<file path="config.mk">
export PLATFORM = sky130hd
export DESIGN_NAME = ppdi_ctrl
export DESIGN_NICKNAME = d
export VERILOG_FILES = /design/src/hw/rtl/ppdi_pkg.sv /design/src/hw/rtl/ppdi_ctrl.sv
export SDC_FILE = /design/constraint.sdc
export NUM_CORES = 1
export LEC_CHECK = 0
export BUFFER_PORTS_ARGS = -buffer_cell sky130_fd_sc_hd__buf_4
export CAP_MARGIN = 20
export CORE_MARGIN = 2
export CORE_UTILIZATION = 50
export CTS_CLUSTER_DIAMETER = 150
export DETAILED_ROUTE_END_ITERATION = 7
export PLACE_DENSITY = 0.87
export SLEW_MARGIN = 20
export SYNTH_ARGS = -nofsm -noshare
export SYNTH_HDL_FRONTEND = slang
export SYNTH_SLANG_ARGS = --single-unit
</file>
<file path="constraint.sdc">
create_clock -name clock -period 1.75 [get_ports clock]
set_input_delay 0.35 -clock clock [delete_from_list [all_inputs] [get_ports clock]]
set_output_delay 0.35 -clock clock [all_outputs]
set_load 0.005 [all_outputs]
</file>
<file path="src/hw/rtl/ppdi_pkg.sv">
// ppdi_pkg: shared types, codes and constants of the per-port datagram inbox
// used by ppdi_ctrl, ppdi_dpath and per_port_datagram_inbox_top
// no dependencies
package ppdi_pkg;

   // default sizes
   localparam int PORT_ENTRIES_DEF = 16;
   localparam int QUEUE_DEPTH_DEF  = 64;

   // register reset values and fixed constants
   localparam logic [15:0] EPH_FIRST_RST = 16'd49152;
   localparam logic [15:0] EPH_LAST_RST  = 16'd65535;
   localparam logic [31:0] ADDR_BASE     = 32'h0A00_0000;
   localparam logic [7:0]  MAX_SLOT      = 8'd254;
   localparam logic [7:0]  REF_MAX       = 8'hFF;
   localparam logic [16:0] HDR_BYTES     = 17'd4;
   localparam logic [16:0] MAX_FRAME     = 17'd65539;

   // register indexes
   localparam logic CSR_EPH_FIRST = 1'b0;
   localparam logic CSR_EPH_LAST  = 1'b1;

   // actions
   localparam logic [2:0] ACT_BIND   = 3'd0;
   localparam logic [2:0] ACT_UNBIND = 3'd1;
   localparam logic [2:0] ACT_PUSH   = 3'd2;
   localparam logic [2:0] ACT_POP    = 3'd3;
   localparam logic [2:0] ACT_PURGE  = 3'd4;

   // result status codes
   localparam logic [2:0] ST_OK      = 3'd0;
   localparam logic [2:0] ST_SHORT   = 3'd1;
   localparam logic [2:0] ST_UNBOUND = 3'd2;
   localparam logic [2:0] ST_FULL    = 3'd3;
   localparam logic [2:0] ST_BADSLOT = 3'd4;
   localparam logic [2:0] ST_EMPTY   = 3'd5;
   localparam logic [2:0] ST_NO_FREE = 3'd6;

   // datapath operations
   localparam logic [4:0] OP_NONE        = 5'd0;
   localparam logic [4:0] OP_LOAD        = 5'd1;
   localparam logic [4:0] OP_SCAN_INIT   = 5'd2;
   localparam logic [4:0] OP_SCAN_CAND   = 5'd3;
   localparam logic [4:0] OP_SCAN_STEP   = 5'd4;
   localparam logic [4:0] OP_CAND_NEXT   = 5'd5;
   localparam logic [4:0] OP_BIND        = 5'd6;
   localparam logic [4:0] OP_UNBIND      = 5'd7;
   localparam logic [4:0] OP_PUSH        = 5'd8;
   localparam logic [4:0] OP_POP_RD      = 5'd9;
   localparam logic [4:0] OP_POP         = 5'd10;
   localparam logic [4:0] OP_PURGE_INIT  = 5'd11;
   localparam logic [4:0] OP_PURGE_ENTRY = 5'd12;
   localparam logic [4:0] OP_PURGE_SKIP  = 5'd13;
   localparam logic [4:0] OP_PURGE_RD    = 5'd14;
   localparam logic [4:0] OP_PURGE_WR    = 5'd15;
   localparam logic [4:0] OP_PURGE_NEXT  = 5'd16;
   localparam logic [4:0] OP_REPLY       = 5'd17;

   // one stored datagram
   typedef struct packed {
      logic [7:0]  slot;
      logic [15:0] sport;
      logic [15:0] len;
      logic [15:0] handle;
   } entry_type;

   // controller to datapath
   typedef struct packed {
      logic [4:0] op;
      logic [2:0] code;
   } cmd_type;

   // datapath to controller
   typedef struct packed {
      logic [2:0] action;
      logic       port_zero;
      logic       len_bad;
      logic       slot_bad;
      logic       hit;
      logic       scan_done;
      logic       free;
      logic       full;
      logic       empty;
      logic       cand_over;
      logic       n_over;
      logic       pg_done;
      logic       pg_bound;
      logic       pg_more;
   } stat_type;

endpackage

</file>
<file path="src/hw/rtl/ppdi_ctrl.sv">
// ppdi_ctrl: sequencer of the datagram inbox, at most one datapath operation per cycle
// depends on ppdi_pkg
module ppdi_ctrl
   import ppdi_pkg::*;
(
   input  logic     clock,
   input  logic     reset,
   input  logic     start,
   output logic     busy,
   input  stat_type stat,
   output cmd_type  cmd
);

   localparam logic [3:0] S_IDLE   = 4'd0;
   localparam logic [3:0] S_DECODE = 4'd1;
   localparam logic [3:0] S_EPH    = 4'd2;
   localparam logic [3:0] S_SCAN   = 4'd3;
   localparam logic [3:0] S_POP    = 4'd4;
   localparam logic [3:0] S_PG_ENT = 4'd5;
   localparam logic [3:0] S_PG_RD  = 4'd6;
   localparam logic [3:0] S_PG_WR  = 4'd7;
   localparam logic [3:0] S_REPLY  = 4'd8;

   logic [3:0] state_ff, state_in;
   logic [2:0] code_ff, code_in;

   assign busy = (state_ff != S_IDLE);

   // next state and command
   always_comb begin
      state_in = state_ff;
      code_in  = code_ff;
      cmd.op   = OP_NONE;
      cmd.code = code_ff;
      case (state_ff)
         S_IDLE: begin
            if (start) begin
               cmd.op   = OP_LOAD;
               state_in = S_DECODE;
            end
         end
         S_DECODE: begin
            code_in = ST_OK;
            case (stat.action)
               ACT_BIND: begin
                  if (stat.port_zero) begin
                     state_in = S_EPH;
                  end else begin
                     cmd.op   = OP_SCAN_INIT;
                     state_in = S_SCAN;
                  end
               end
               ACT_PUSH: begin
                  if (stat.len_bad) begin
                     code_in  = ST_SHORT;
                     state_in = S_REPLY;
                  end else begin
                     cmd.op   = OP_SCAN_INIT;
                     state_in = S_SCAN;
                  end
               end
               ACT_PURGE: begin
                  if (stat.slot_bad) begin
                     code_in  = ST_BADSLOT;
                     cmd.op   = OP_SCAN_INIT;
                     state_in = S_SCAN;
                  end else begin
                     cmd.op   = OP_PURGE_INIT;
                     state_in = S_PG_ENT;
                  end
               end
               default: begin
                  cmd.op   = OP_SCAN_INIT;
                  state_in = S_SCAN;
               end
            endcase
         end
         // next ephemeral candidate
         S_EPH: begin
            if (stat.n_over || stat.cand_over) begin
               code_in  = ST_NO_FREE;
               state_in = S_REPLY;
            end else begin
               cmd.op   = OP_SCAN_CAND;
               state_in = S_SCAN;
            end
         end
         // walk the port table, then act on the result
         S_SCAN: begin
            if (!stat.scan_done) begin
               cmd.op = OP_SCAN_STEP;
            end else begin
               state_in = S_REPLY;
               case (stat.action)
                  ACT_BIND: begin
                     if (stat.port_zero && stat.hit) begin
                        cmd.op   = OP_CAND_NEXT;
                        state_in = S_EPH;
                     end else if (stat.hit || stat.free) begin
                        cmd.op = OP_BIND;
                     end else begin
                        code_in = ST_NO_FREE;
                     end
                  end
                  ACT_UNBIND: begin
                     if (stat.hit) cmd.op = OP_UNBIND;
                     else code_in = ST_UNBOUND;
                  end
                  ACT_PUSH: begin
                     if (!stat.hit) code_in = ST_UNBOUND;
                     else if (stat.full) code_in = ST_FULL;
                     else if (stat.slot_bad) code_in = ST_BADSLOT;
                     else cmd.op = OP_PUSH;
                  end
                  ACT_POP: begin
                     if (!stat.hit) begin
                        code_in = ST_UNBOUND;
                     end else if (stat.empty) begin
                        code_in = ST_EMPTY;
                     end else begin
                        cmd.op   = OP_POP_RD;
                        state_in = S_POP;
                     end
                  end
                  default: begin
                  end
               endcase
            end
         end
         S_POP: begin
            cmd.op   = OP_POP;
            state_in = S_REPLY;
         end
         // purge: one table entry at a time
         S_PG_ENT: begin
            if (stat.pg_done) begin
               cmd.op   = OP_SCAN_INIT;
               state_in = S_SCAN;
            end else if (!stat.pg_bound) begin
               cmd.op = OP_PURGE_SKIP;
            end else begin
               cmd.op   = OP_PURGE_ENTRY;
               state_in = S_PG_RD;
            end
         end
         S_PG_RD: begin
            if (stat.pg_more) begin
               cmd.op   = OP_PURGE_RD;
               state_in = S_PG_WR;
            end else begin
               cmd.op   = OP_PURGE_NEXT;
               state_in = S_PG_ENT;
            end
         end
         S_PG_WR: begin
            cmd.op   = OP_PURGE_WR;
            state_in = S_PG_RD;
         end
         S_REPLY: begin
            cmd.op   = OP_REPLY;
            state_in = S_IDLE;
         end
         default: begin
            state_in = S_IDLE;
         end
      endcase
   end

   // state registers
   always_ff @(posedge clock) begin
      if (reset) begin
         state_ff <= S_IDLE;
         code_ff  <= ST_OK;
      end else begin
         state_ff <= state_in;
         code_ff  <= code_in;
      end
   end

endmodule

</file>
# Word-level counts from Yosys, hierarchy flattened
# Cells that the tools add are included.
# classes
muxes,50
n_lt_le_gt_ge,0
shift,0
eq_ne,22
addsub,0
n_reduce_logical,9
mul,0
bitwise,0
div_mod_pow,0
# op_table
operator,count
2-to-1 mux 4 bit,17
2-to-1 mux 3 bit,15
case mux 5 bit (9 select lines),1
case mux 4 bit (8 select lines),1
== test 4 x 3 -> 1 bit (second input constant),4
case mux 4 bit (4 select lines),1
case mux 5 bit (3 select lines),1
!= test 3 bit (second input constant),4
case mux 3 bit (4 select lines),1
case mux 4 bit (3 select lines),1
case mux 3 bit (3 select lines),1
AND reduction 9 bit,1
== test 4 x 2 -> 1 bit (second input constant),2
2-to-1 mux 2 bit,4
case mux 4 bit (2 select lines),1
== test 3 x 2 -> 1 bit (second input constant),2
!= test 2 bit (second input constant),3
case mux 3 bit (2 select lines),1
2-to-1 mux 5 bit,1
!= test 5 x 2 -> 1 bit (second input constant),1
!= test 5 bit (second input constant),1
== test 4 x 1 -> 1 bit (second input constant),1
== test 4 bit (second input constant),1
zero test 4 bit,1
10 further kinds,14
# word_totals
mem_bits_rw,0
inputBits,19
regBits,7
mem_count,0
output_inout_bits,9
mem_bits_ro,0
elab_cells,83
latchBits,0

# Longest topological paths before layout
# Gate-level depths: netlist of the first run.
# logic_depth
word_depth,6
mapped_depth,7
ltp_nobuf,5

# Worst setup path after synthesis of the first run
# OpenSTA, ideal clock, no wires.
# synth_path
path_kind,reg-to-output
startpoint,register state_ff[1]
endpoint,output cmd[3] in the netlist's numbering
arrival_time_ps,1300
stages_incl_launch_ff,6
t_required_ps,1400
slack_ps,100
n_path_buf,1
path_cell_list,dfxtp_1 > buf_2 > nand2b_1 > or4_1 > o211ai_1 > a221o_1
# synth_rtl
element,line,source
start: declaration,ppdi_ctrl.sv:24,"logic [3:0] state_ff, state_in;"
start signal: assignment,ppdi_ctrl.sv:175,state_ff <= state_in;
end: declaration,ppdi_ctrl.sv:11,output cmd_type cmd

==> results of run 1 <==
layout make-up:
class | instances | area (um2)
clock buffers | 3 | 22.5
clock inverters | 1 | 5.00
fillers | 70 | 141
inverters | 2 | 7.51
multi-input cells | 106 | 723
flip-flops and latches | 7 | 155
well taps | 16 | 20.0
repair buffers | 62 | 484
power groups by stage:
stage               logic (mW)  clock network [mW]  registers (mW)
floorplan                0.193                   0           0.189
global placement         0.348                   0           0.197
detailed placement       0.357                   0           0.198
CTS                      0.406               0.150           0.200
global route             0.500               0.171           0.205
finish                   0.475               0.160           0.205
what timing repair did:
action | CTS | global route
pin swaps | 6 | 3
gates resized for setup | 14 | 11
buffers inserted | 7 | 4
setup endpoints to repair | 6 | 6
worst paths after layout:
check,startpoint,to,slack [ps],cells past startpoint
min,reset,code_ff[2],320,2
max reg2reg,state_ff[2],state_ff[0],60,8
min reg2reg,code_ff[2],code_ff[2],520,2
max,stat[13],cmd[3],-310,6
registers in the layout (all words and copies together) (netlist names):
register  cells
code_ff       3
state_ff      4
stage by stage:
step | cells | hold WS (ps) | worst slack, ps | util | total power [mW]
floorplan | 123 | 419 | 100 | - | 0.382
global placement | 182 | 469 | -35.2 | 0.778 | 0.545
detailed placement | 182 | 504 | -53.6 | 0.778 | 0.555
CTS | 193 | 303 | -147 | 0.857 | 0.756
global route | 197 | 315 | -621 | 0.909 | 0.876
finish | 197 | 315 | -307 | 0.909 | 0.841
per-layer routing:
layer,up-vias,track usage,share of wire
met1,630,0.455,0.35
met3,59,0.0714,0.11
met4,0,0.188,0.084
met5,-,0,0
li1,585,-,-
met2,156,0.643,0.46
cells in the final DEF (no fill, tap or decap), types with 3 or more instances in the layout:
cell / instances
buf_4: 57
nor2_1: 12
nand2_1: 10
nand3_1: 7
o21ai_0: 7
a21oi_1: 6
buf_6: 5
nor2b_1: 4
nand2b_1: 4
o211ai_1: 4
a31oi_1: 4
dfxtp_4: 4
nor3_1: 3
mux2_2: 3
clkbuf_4: 3
dfxtp_1: 3
critical path: stages:
cell      delay (ps)
buf_4            130
nor4b_1          630
nand3_2          200
o211ai_1         150
a221o_1          140
buf_4            100
kinds of logic after synthesis:
logic type,count (synthesis)
flops,7
buf+inv,10
compound gates,43
simple gates,60
mux,3
cells in the mapped netlist (2+ instances only):
library cell  number  area (um2)
nand3_1            9        45.0
a31oi_1            4        25.0
buf_2              4        20.0
o21ai_0            7        35.0
a21o_1             2        15.0
nor3_1             3        15.0
a32oi_1            2        17.5
nand2_1           10        37.5
a21oi_1            7        35.0
nand2b_1           5        31.3
clkbuf_1           2        7.51
o21bai_1           2        15.0
o211ai_1           4        30.0
nor2_1            13        48.8
dfxtp_1            7         140
mux2_2             3        33.8
nor2b_1            6        37.5
o31ai_1            2        15.0
a311oi_1           2        17.5
nand4bb_1          2        22.5
==> impl_metrics.csv, run 1 <==
group,metric,value,unit
status,status,"finished, violations left",
status,violations,"negative setup slack",
logic_synthesis,synthCells,123,
placement,placed_cell_area,0.00121,mm2
route,wl,4390,um
die,io-pin-count,28,
setup_path,cp-start-kind,"input pin",
logic_synthesis,synth_compound_area_frac,0.348,
route,wl_per_cell,22.3,um
logic_synthesis,muxShareOfSynthArea,0.0395,
cts,numCtsBuffers,3,
sta,finalCriticalPeriod,2060,ps
logic_synthesis,syn_nets,142,
route,dr.pass1.iters,8,
logic_synthesis,yosys_warnings,0,
grt,grt_pass1_vias,1234,
sta,setup_slack,-307,ps
die,die_y,45.4,um
cts,htreeDepth,1,
grt,grtUsageTotal,0.380,
pwr,p_per_area,593,mW/mm2
die,core_area,0.00156,mm2
setup_path,crit_path_end_kind,"output port",
sta,hold_viol,0,
pwr,clkPwrFrac,0.190,
placement,dp_hpwl,2320,um
logic_synthesis,syn-mean-instance-area,6.96,um2
hold_path,hp-class,"in -> reg",
cts,clk_pin_slew,60,ps
grt,grt_pass1_wl,5670,um
finish,design_area,0.00142,mm2
cts,clock-root-buffer,"clkbuf_4",
setup_path,cp.arrival,1710,ps
sta,rsz0062_at_grt,"yes",
sta,maxSlewViolCount,0,
cts,cts.sinks,7,
grt,grt_start_max_net_pins,9,
placement,port_buffers,27,
pwr,netSwitchingFraction,0.398,
logic_synthesis,syn-cell-area,856,um2
setup_path,crit_required,1400,ps
setup_path,critPathKind,"in -> out",
finish,synthToLayoutAreaGrowth,65.6,%
cts,cts.path.max_buffers,2,
setup_path,critPathMaxFanout,6,
pwr,peakVddDrop,0.590,mV
pwr,pwr-share-comb,0.565,
sta,slew_headroom,0.533,
finish,num_antenna_cells,0,
pwr,seq_power_share,0.244,
cts,cts_tree,"done",
route,viasPerCell,7.26,
logic_synthesis,ys_seq_area_frac,0.164,
grt,antenna_found_initial,0,
sta,worst_slew_pin_slew,691,ps
die,fp.dieW,45.4,um
logic_synthesis,synthAdderAreaFrac,0,
logic_synthesis,synth_edf_count,0,
logic_synthesis,async_flop_share,0,
job,maxCapViolCount,0,
pwr,p_int,0.506,mW
pwr,switching_power,0.335,mW
logic_synthesis,synth_top_family_by_area,"simple AND/OR/NAND/NOR gates",
finish,layout.nets,201,
route,drt_iter0_markers,150,
logic_synthesis,ys_dominant_reg_cell,"dfxtp_1",
sta,fmax,486,MHz
grt,grt_overflow,0,
die,initial_core_util,0.549,
logic_synthesis,synth-xor-area-share,0,
route,drc,0,
logic_synthesis,ys_ff_latch,7,
sta,skew,3.80,ps
sta,setup_viol,6,
sta,post-route-period-util,1.18,
logic_synthesis,synthSimpleGateAreaFrac,0.386,
die,rows,14,
pwr,p_leak,0.640,nW
finish,drive_above_1_share,0.492,
cts,clock_latency,260,ps
route,vias,1430,
logic_synthesis,synthDistinctLibCells,47,
placement,gp_congestion,0.918,
cts,cts_hold_buffers,0,
die,die_area,0.00206,mm2
route,ant_nets,0,
sta,fin_tns_setup,-990,ps
Power figures use the tool's default switching activity.
==> run 2: changes to the inputs <==
PLACE_DENSITY = 0.81   (was 0.87)
==> impl_metrics.csv, run 2 <==
group,metric,value,unit
logic_synthesis,yosys-top-cells-count,"nor2_1, nand2_1, nand3_1",
sta,crit_endpoint,"cmd[3]",
logic_synthesis,synth.top_cell.area_share,0.164,
logic_synthesis,syn-cell-area,856,um2
grt,antenna_found_initial,0,
placement,placed_cell_area,0.00123,mm2
logic_synthesis,async_flop_share,0,
cts,cts.sinks,7,
logic_synthesis,syn-mean-instance-area,6.96,um2
placement,gp_congestion,0.971,
cts,cts.path.max_buffers,2,
cts,numCtsBuffers,3,
cts,clock-root-buffer,"clkbuf_4",
logic_synthesis,yosys_warnings,0,
logic_synthesis,ys_seq_area_frac,0.164,
logic_synthesis,synth_edf_count,0,
die,die_y,45.4,um
status,status,"did not finish",
placement,dp_cells,184,
placement,dp_hpwl,2330,um
logic_synthesis,ys_dominant_reg_cell,"dfxtp_1",
die,rows,14,
status,tool.error,"[ERROR DPL-0033] detailed placement checks failed during check placement.",
die,io-pin-count,28,
logic_synthesis,synth.most_common_cell,"nor2_1",
logic_synthesis,syn_nets,142,
logic_synthesis,ys_ff_latch,7,
die,fp.dieW,45.4,um
logic_synthesis,synthCells,123,
placement,port_buffers,27,
cts,htreeDepth,1,
logic_synthesis,ys_top_cells_by_area,"dfxtp_1, nor2_1, nand3_1",
status,haltStage,"5_1_grt",
grt,grt_start_max_net_pins,9,
logic_synthesis,synth_largest_area_cell,"dfxtp_1",
die,initial_core_util,0.549,
sta,worst-ep-kind,"primary output",
logic_synthesis,synthDistinctLibCells,47,
run 2: logic make-up after synthesis:
| group | Yosys count | share of synthesized area |
|---|---|---|
| buf+inv | 10 | 0.0629 |
| flops | 7 | 0.164 |
| mux | 3 | 0.0395 |
| compound gates | 43 | 0.348 |
| simple gates | 60 | 0.386 |
run 2: per-stage QoR:
| stage | utilization | setup slack (ps) | hold slack [ps] | setup TNS (ps) |
|---|---|---|---|---|
| 2_1_floorplan | - | 100 | 419 | 0 |
| 3_3_place_gp | 0.787 | -77.5 | 472 | -103 |
| 3_5_place_dp | 0.787 | -81.6 | 478 | -130 |
| 4_1_cts | 0.869 | -172 | 311 | -558 |
run 2: what timing repair did:
item / 4_1_cts
hold buffers: 0
endpoints found under the setup margin: 7
pin swaps: 2
setup buffers: 6
resized for setup: 15
==> run 3: changes to the inputs <==
CORE_AREA = 2 2 63 65   (was unset)
CORE_MARGIN = unset   (was 2)
CORE_UTILIZATION = unset   (was 50)
CTS_CLUSTER_DIAMETER = unset   (was 150)
DIE_AREA = 0 0 65 67   (was unset)
PLACE_DENSITY = unset   (was 0.81)
PLACE_DENSITY_LB_ADDON = 0.15   (was unset)
==> impl_metrics.csv, run 3 (synthesis results as in run 1) <==
group,metric,value,unit
die,core_area,0.00361,mm2
die,die_area,0.00436,mm2
setup_path,crit_top_cell,"buf_4",
sta,skew,3.83,ps
finish,num_antenna_cells,0,
status,violations,"negative setup slack",
cts,numCtsBuffers,3,
setup_path,r2r_start,"state_ff[0]",
cts,cts_hold_buffers,0,
setup_path,crit_cells,6,
sta,fin_tns_setup,-236,ps
setup_path,rr_worst_depth,11,
finish,layout.nets,209,
finish,ff_latch_area,146,um2
placement,post-place-ws,-91.5,ps
grt,antenna_found_initial,0,
route,ant_nets,0,
job,maxCapViolCount,0,
die,io-pin-count,28,
hold_path,hp-start,"reset",
setup_path,path_buf_inv,2,
placement,dp_hpwl,2640,um
cts,clk_pin_slew,40,ps
cts,clock_latency,220,ps
hold_path,whs_path_depth,2,
grt,grt_overflow,0,
sta,finalCriticalPeriod,1910,ps
sta,post-route-period-util,1.09,
setup_path,path_cells,"buf_4 > nand2b_4 > or4_4 > o211ai_1 > a221o_1 > buf_4",
setup_path,cp.arrival,1560,ps
cts,clock-root-buffer,"clkbuf_8",
cts,cts_tree,"done",
sta,maxSlewViolCount,0,
status,status,"finished, violations left",
sta,rsz0062_at_grt,"yes",
sta,hold_slack,345,ps
finish,top_register,"state_ff",
die,initial_core_util,0.237,
setup_path,cp-start-kind,"flip-flop",
hold_path,hp-class,"in -> reg",
setup_path,critPathKind,"reg -> out",
pwr,p_per_area,591,mW/mm2
finish,layout_common_cells,"buf_4, nor2_1, nand2_1",
die,die_y,67,um
cts,cts.path.max_buffers,2,
setup_path,crit_required,1400,ps
grt,grtUsageTotal,0.161,
grt,grt_pass1_vias,1176,
route,drt_iter0_markers,68,
finish,n_fill_cell,386,
setup_path,slowest_stage,"or4_4",
sta,hold_viol,0,
setup_path,crit_path_end_kind,"output port",
route,wl,3190,um
finish,synthToLayoutAreaGrowth,76.6,%
sta,slew_headroom,0.803,
route,drc,0,
route,wl_per_cell,13.5,um
setup_path,reg2reg_setup_slack,-20,ps
setup_path,critPathMaxFanout,3,
die,fp.dieW,65,um
sta,setup_slack,-164,ps
finish,largest_reg_flops,4,
route,dr.pass1.iters,4,
cts,cts.sinks,7,
sta,fmax,523,MHz
setup_path,crit_start,"state_ff[3]",
cts,htreeDepth,1,
finish,multi_input_area,727,um2
finish,drive_above_1_share,0.503,
pwr,p_leak,0.681,nW
sta,worst_slew_pin_slew,292,ps
finish,final_common_cell,"buf_4",
setup_path,critical_path.top_delay_family,"simple AND/OR/NAND/NOR gates",
grt,grt_start_max_net_pins,9,
route,vias,1205,
sta,setup_viol,4,
setup_path,slowest_delay,420,ps
die,rows,22,
route,viasPerCell,5.08,
placement,gp_congestion,0.803,
pwr,peakVddDrop,0.649,mV
placement,port_buffers,27,
finish,top_regs,"state_ff (4), code_ff (3)",
grt,grt_pass1_wl,5380,um
-- run 3: final timing paths --
check | end
max | cmd[3]
min | code_ff[0]
max reg2reg | state_ff[0]
min reg2reg | code_ff[2]
-- run 3: routing by layer --
metal	vias to the layer above	routed length, um	GRT usage
met3	2	166	0.0321
met5	-	0	0
met2	37	1590	0.284
li1	603	-	-
met4	0	16	0.0319
met1	563	1420	0.202
-- run 3: timing repair --
item	4_1_cts	5_1_grt
setup endpoints to repair	5	8
pin swaps	3	2
gates resized for setup	14	3
buffers inserted	7	1
-- run 3: power breakdown --
group | internal (mW) | switching (mW) | leakage (nW)
Sequential | 0.179 | 0.0191 | 0.0585
Combinational | 0.268 | 0.205 | 0.600
Clock | 0.157 | 0.0646 | 0.0228
-- run 3: cell type report --
| type | count | share of cell area |
|---|---|---|
| Inverter | 2 | 0.00497 |
| Tap cell | 48 | 0.0397 |
| Sequential cell | 7 | 0.0969 |
| Multi-Input combinational cell | 106 | 0.481 |
| Timing Repair Buffer | 70 | 0.348 |
| Clock buffer | 4 | 0.0298 |
-- run 3: through the flow --
step	utilization	power [mW]	area [um2]	cells
3_5_place_dp	0.370	0.595	1340	225
6_report	0.419	0.893	1510	237
5_1_grt	0.419	0.963	1510	237
2_1_floorplan	-	0.382	856	123
4_1_cts	0.413	0.886	1490	236
3_3_place_gp	0.370	0.591	1340	225
==> run 4: changes to the inputs <==
ABC_AREA = 1   (was unset)
BUFFER_PORTS_ARGS = -buffer_cell sky130_fd_sc_hd__buf_2   (was -buffer_cell sky130_fd_sc_hd__buf_4)
==> impl_metrics.csv, run 4 <==
group,metric,value,unit
pwr,power,0.804,mW
cts,cts.sinks,7,
sta,fmax,572,MHz
pwr,p_per_area,631,mW/mm2
job,maxCapViolCount,0,
finish,final_common_cell,"nand2_1",
grt,antenna_found_initial,0,
route,wl_per_cell,10.5,um
logic_synthesis,syn-mean-instance-area,5.29,um2
logic_synthesis,ys_ff_latch,7,
finish,top_register,"state_ff",
pwr,switching_power,0.295,mW
sta,hold_viol,0,
route,viasPerCell,4.49,
logic_synthesis,yosys_warnings,0,
placement,dp_cells,252,
route,topRoutingLayerUsed,"met4",
placement,dp_hpwl,2250,um
setup_path,cp-start-kind,"flip-flop",
placement,gp_congestion,0.808,
setup_path,cp.arrival,1400,ps
finish,layout.nets,230,
pwr,p_leak,0.675,nW
finish,final_util,0.353,
route,dr.pass1.iters,4,
pwr,clkPwrFrac,0.274,
grt,grt_overflow,0,
cts,clock-root-buffer,"clkbuf_8",
die,rows,22,
setup_path,slowest_stage,"dfxtp_2",
route,drt_iter0_markers,54,
route,drc,0,
finish,synthToLayoutAreaGrowth,45.8,%
route,wl,2720,um
finish,top_regs,"state_ff (4), code_ff (3)",
die,core_area,0.00361,mm2
setup_path,critPathKind,"reg -> out",
pwr,pwr-share-comb,0.470,
logic_synthesis,synth_edf_count,0,
logic_synthesis,syn-cell-area,873,um2
grt,grtUsageTotal,0.130,
setup_path,critPathMaxFanout,4,
die,initial_core_util,0.242,
grt,grt_pass1_vias,1058,
pwr,peakVddDrop,0.348,mV
finish,largest_reg_flops,4,
hold_path,hp-class,"in -> reg",
finish,drive_above_1_share,0.343,
sta,finalCriticalPeriod,1750,ps
cts,htreeDepth,1,
setup_path,crit_path_end_kind,"output port",
placement,port_buffers,27,
logic_synthesis,async_flop_share,0,
logic_synthesis,synthDistinctLibCells,20,
route,ant_nets,0,
setup_path,critical_path.top_delay_family,"simple AND/OR/NAND/NOR gates",
setup_path,path_cells,"inv_1 > nand2_1 > nor3_4 > nand3_1 > nand4_1 > buf_2",
cts,numCtsBuffers,3,
logic_synthesis,ys_top_cells_by_area,"nand2_1, dfxtp_1, nor2_1",
placement,placed_cell_area,0.00116,mm2
cts,clk_pin_slew,40,ps
die,io-pin-count,28,
sta,maxSlewViolCount,0,
sta,rsz0062_at_grt,"yes",
setup_path,path_buf_inv,2,
logic_synthesis,ys_dominant_reg_cell,"dfxtp_1",
finish,layout_common_cells,"nand2_1, buf_2, nor2_1",
pwr,p_int,0.509,mW
sta,worst_slew_pin_slew,311,ps
finish,n_fill_cell,411,
cts,clock_latency,220,ps
sta,skew,2.12,ps
grt,grt_pass1_wl,4510,um
route,wl_met1,1350,um
status,status,"finished clean",
sta,setup_viol,0,
finish,num_antenna_cells,0,
logic_synthesis,syn_nets,184,
setup_path,crit_required,1400,ps
finish,ff_latch_area,145,um2
logic_synthesis,yosys-top-cells-count,"nand2_1, nor2_1, inv_1",
placement,post-place-ws,56.8,ps
finish,design_area,0.00127,mm2
route,wl_met2,1220,um
cts,cts_tree,"done",
logic_synthesis,synthCells,165,
pwr,seq_power_share,0.256,
pwr,netSwitchingFraction,0.367,
route,vias,1159,
cts,cts.path.max_buffers,2,
die,die_y,67,um
setup_path,slowest_delay,340,ps
logic_synthesis,synth.top_cell.area_share,0.206,
sta,slew_headroom,0.791,
die,fp.dieW,65,um
sta,post-route-period-util,0.999,
finish,multi_input_area,684,um2
setup_path,reg2reg_setup_slack,220,ps
logic_synthesis,synth.most_common_cell,"nand2_1",
finish,instances_no_fill,258,
route,wl_met3,135,um
grt,grt_start_max_net_pins,11,
sta,setup_slack,1.45,ps
logic_synthesis,ys_seq_area_frac,0.160,
logic_synthesis,synth_largest_area_cell,"nand2_1",
die,die_area,0.00436,mm2
## run 4: power groups by stage
stage	Clock (mW)	Combinational [mW]	Sequential (mW)
after global routing	0.240	0.425	0.209
after floorplan	0	0.203	0.205
after detailed placement	0	0.355	0.202
final	0.221	0.378	0.206
after global placement	0	0.360	0.203
after CTS	0.226	0.361	0.202
## run 4: cell type report
cell class | count | area share
multi-input cells | 134 | 0.537
flip-flops and latches | 7 | 0.114
clock buffers | 4 | 0.0354
inverters | 23 | 0.0717
repair buffers | 42 | 0.194
well taps | 48 | 0.0472
## run 4: per-stage QoR
step	TNS (ps)	hold slack, ps
finish	0	346
global route	-275	356
CTS	0	345
detailed placement	0	469
global placement	0	483
floorplan	0	419
## run 4: repair_timing
action / CTS / global route
buffers inserted: 1 / 1
resized for setup: 5 / 10
setup endpoints to repair: 4 / 4
hold buffers: 0 / 0
pin swaps: 1 / 0
## run 4: layer usage
layer  up-vias  global-route usage
li1        623                   -
met1       505               0.174
met2        29               0.219
met3         2              0.0236
met4         0              0.0239
met5         -                   0
## run 4: worst paths after layout
path	from	to	cells after the start
max reg2reg	state_ff[3]	code_ff[1]	10
min reg2reg	code_ff[0]	code_ff[0]	2
max	state_ff[2]	cmd[4]	6
min	reset	state_ff[0]	2
## run 4: kinds of logic (layout without fill, tap and decap cells)
kind of cell    Yosys count  after routing  share of synthesized area
buf+inv                  24             69                      0.105
simple gates            113            113                      0.605
flops                     7              7                      0.160
compound gates           21             21                      0.130
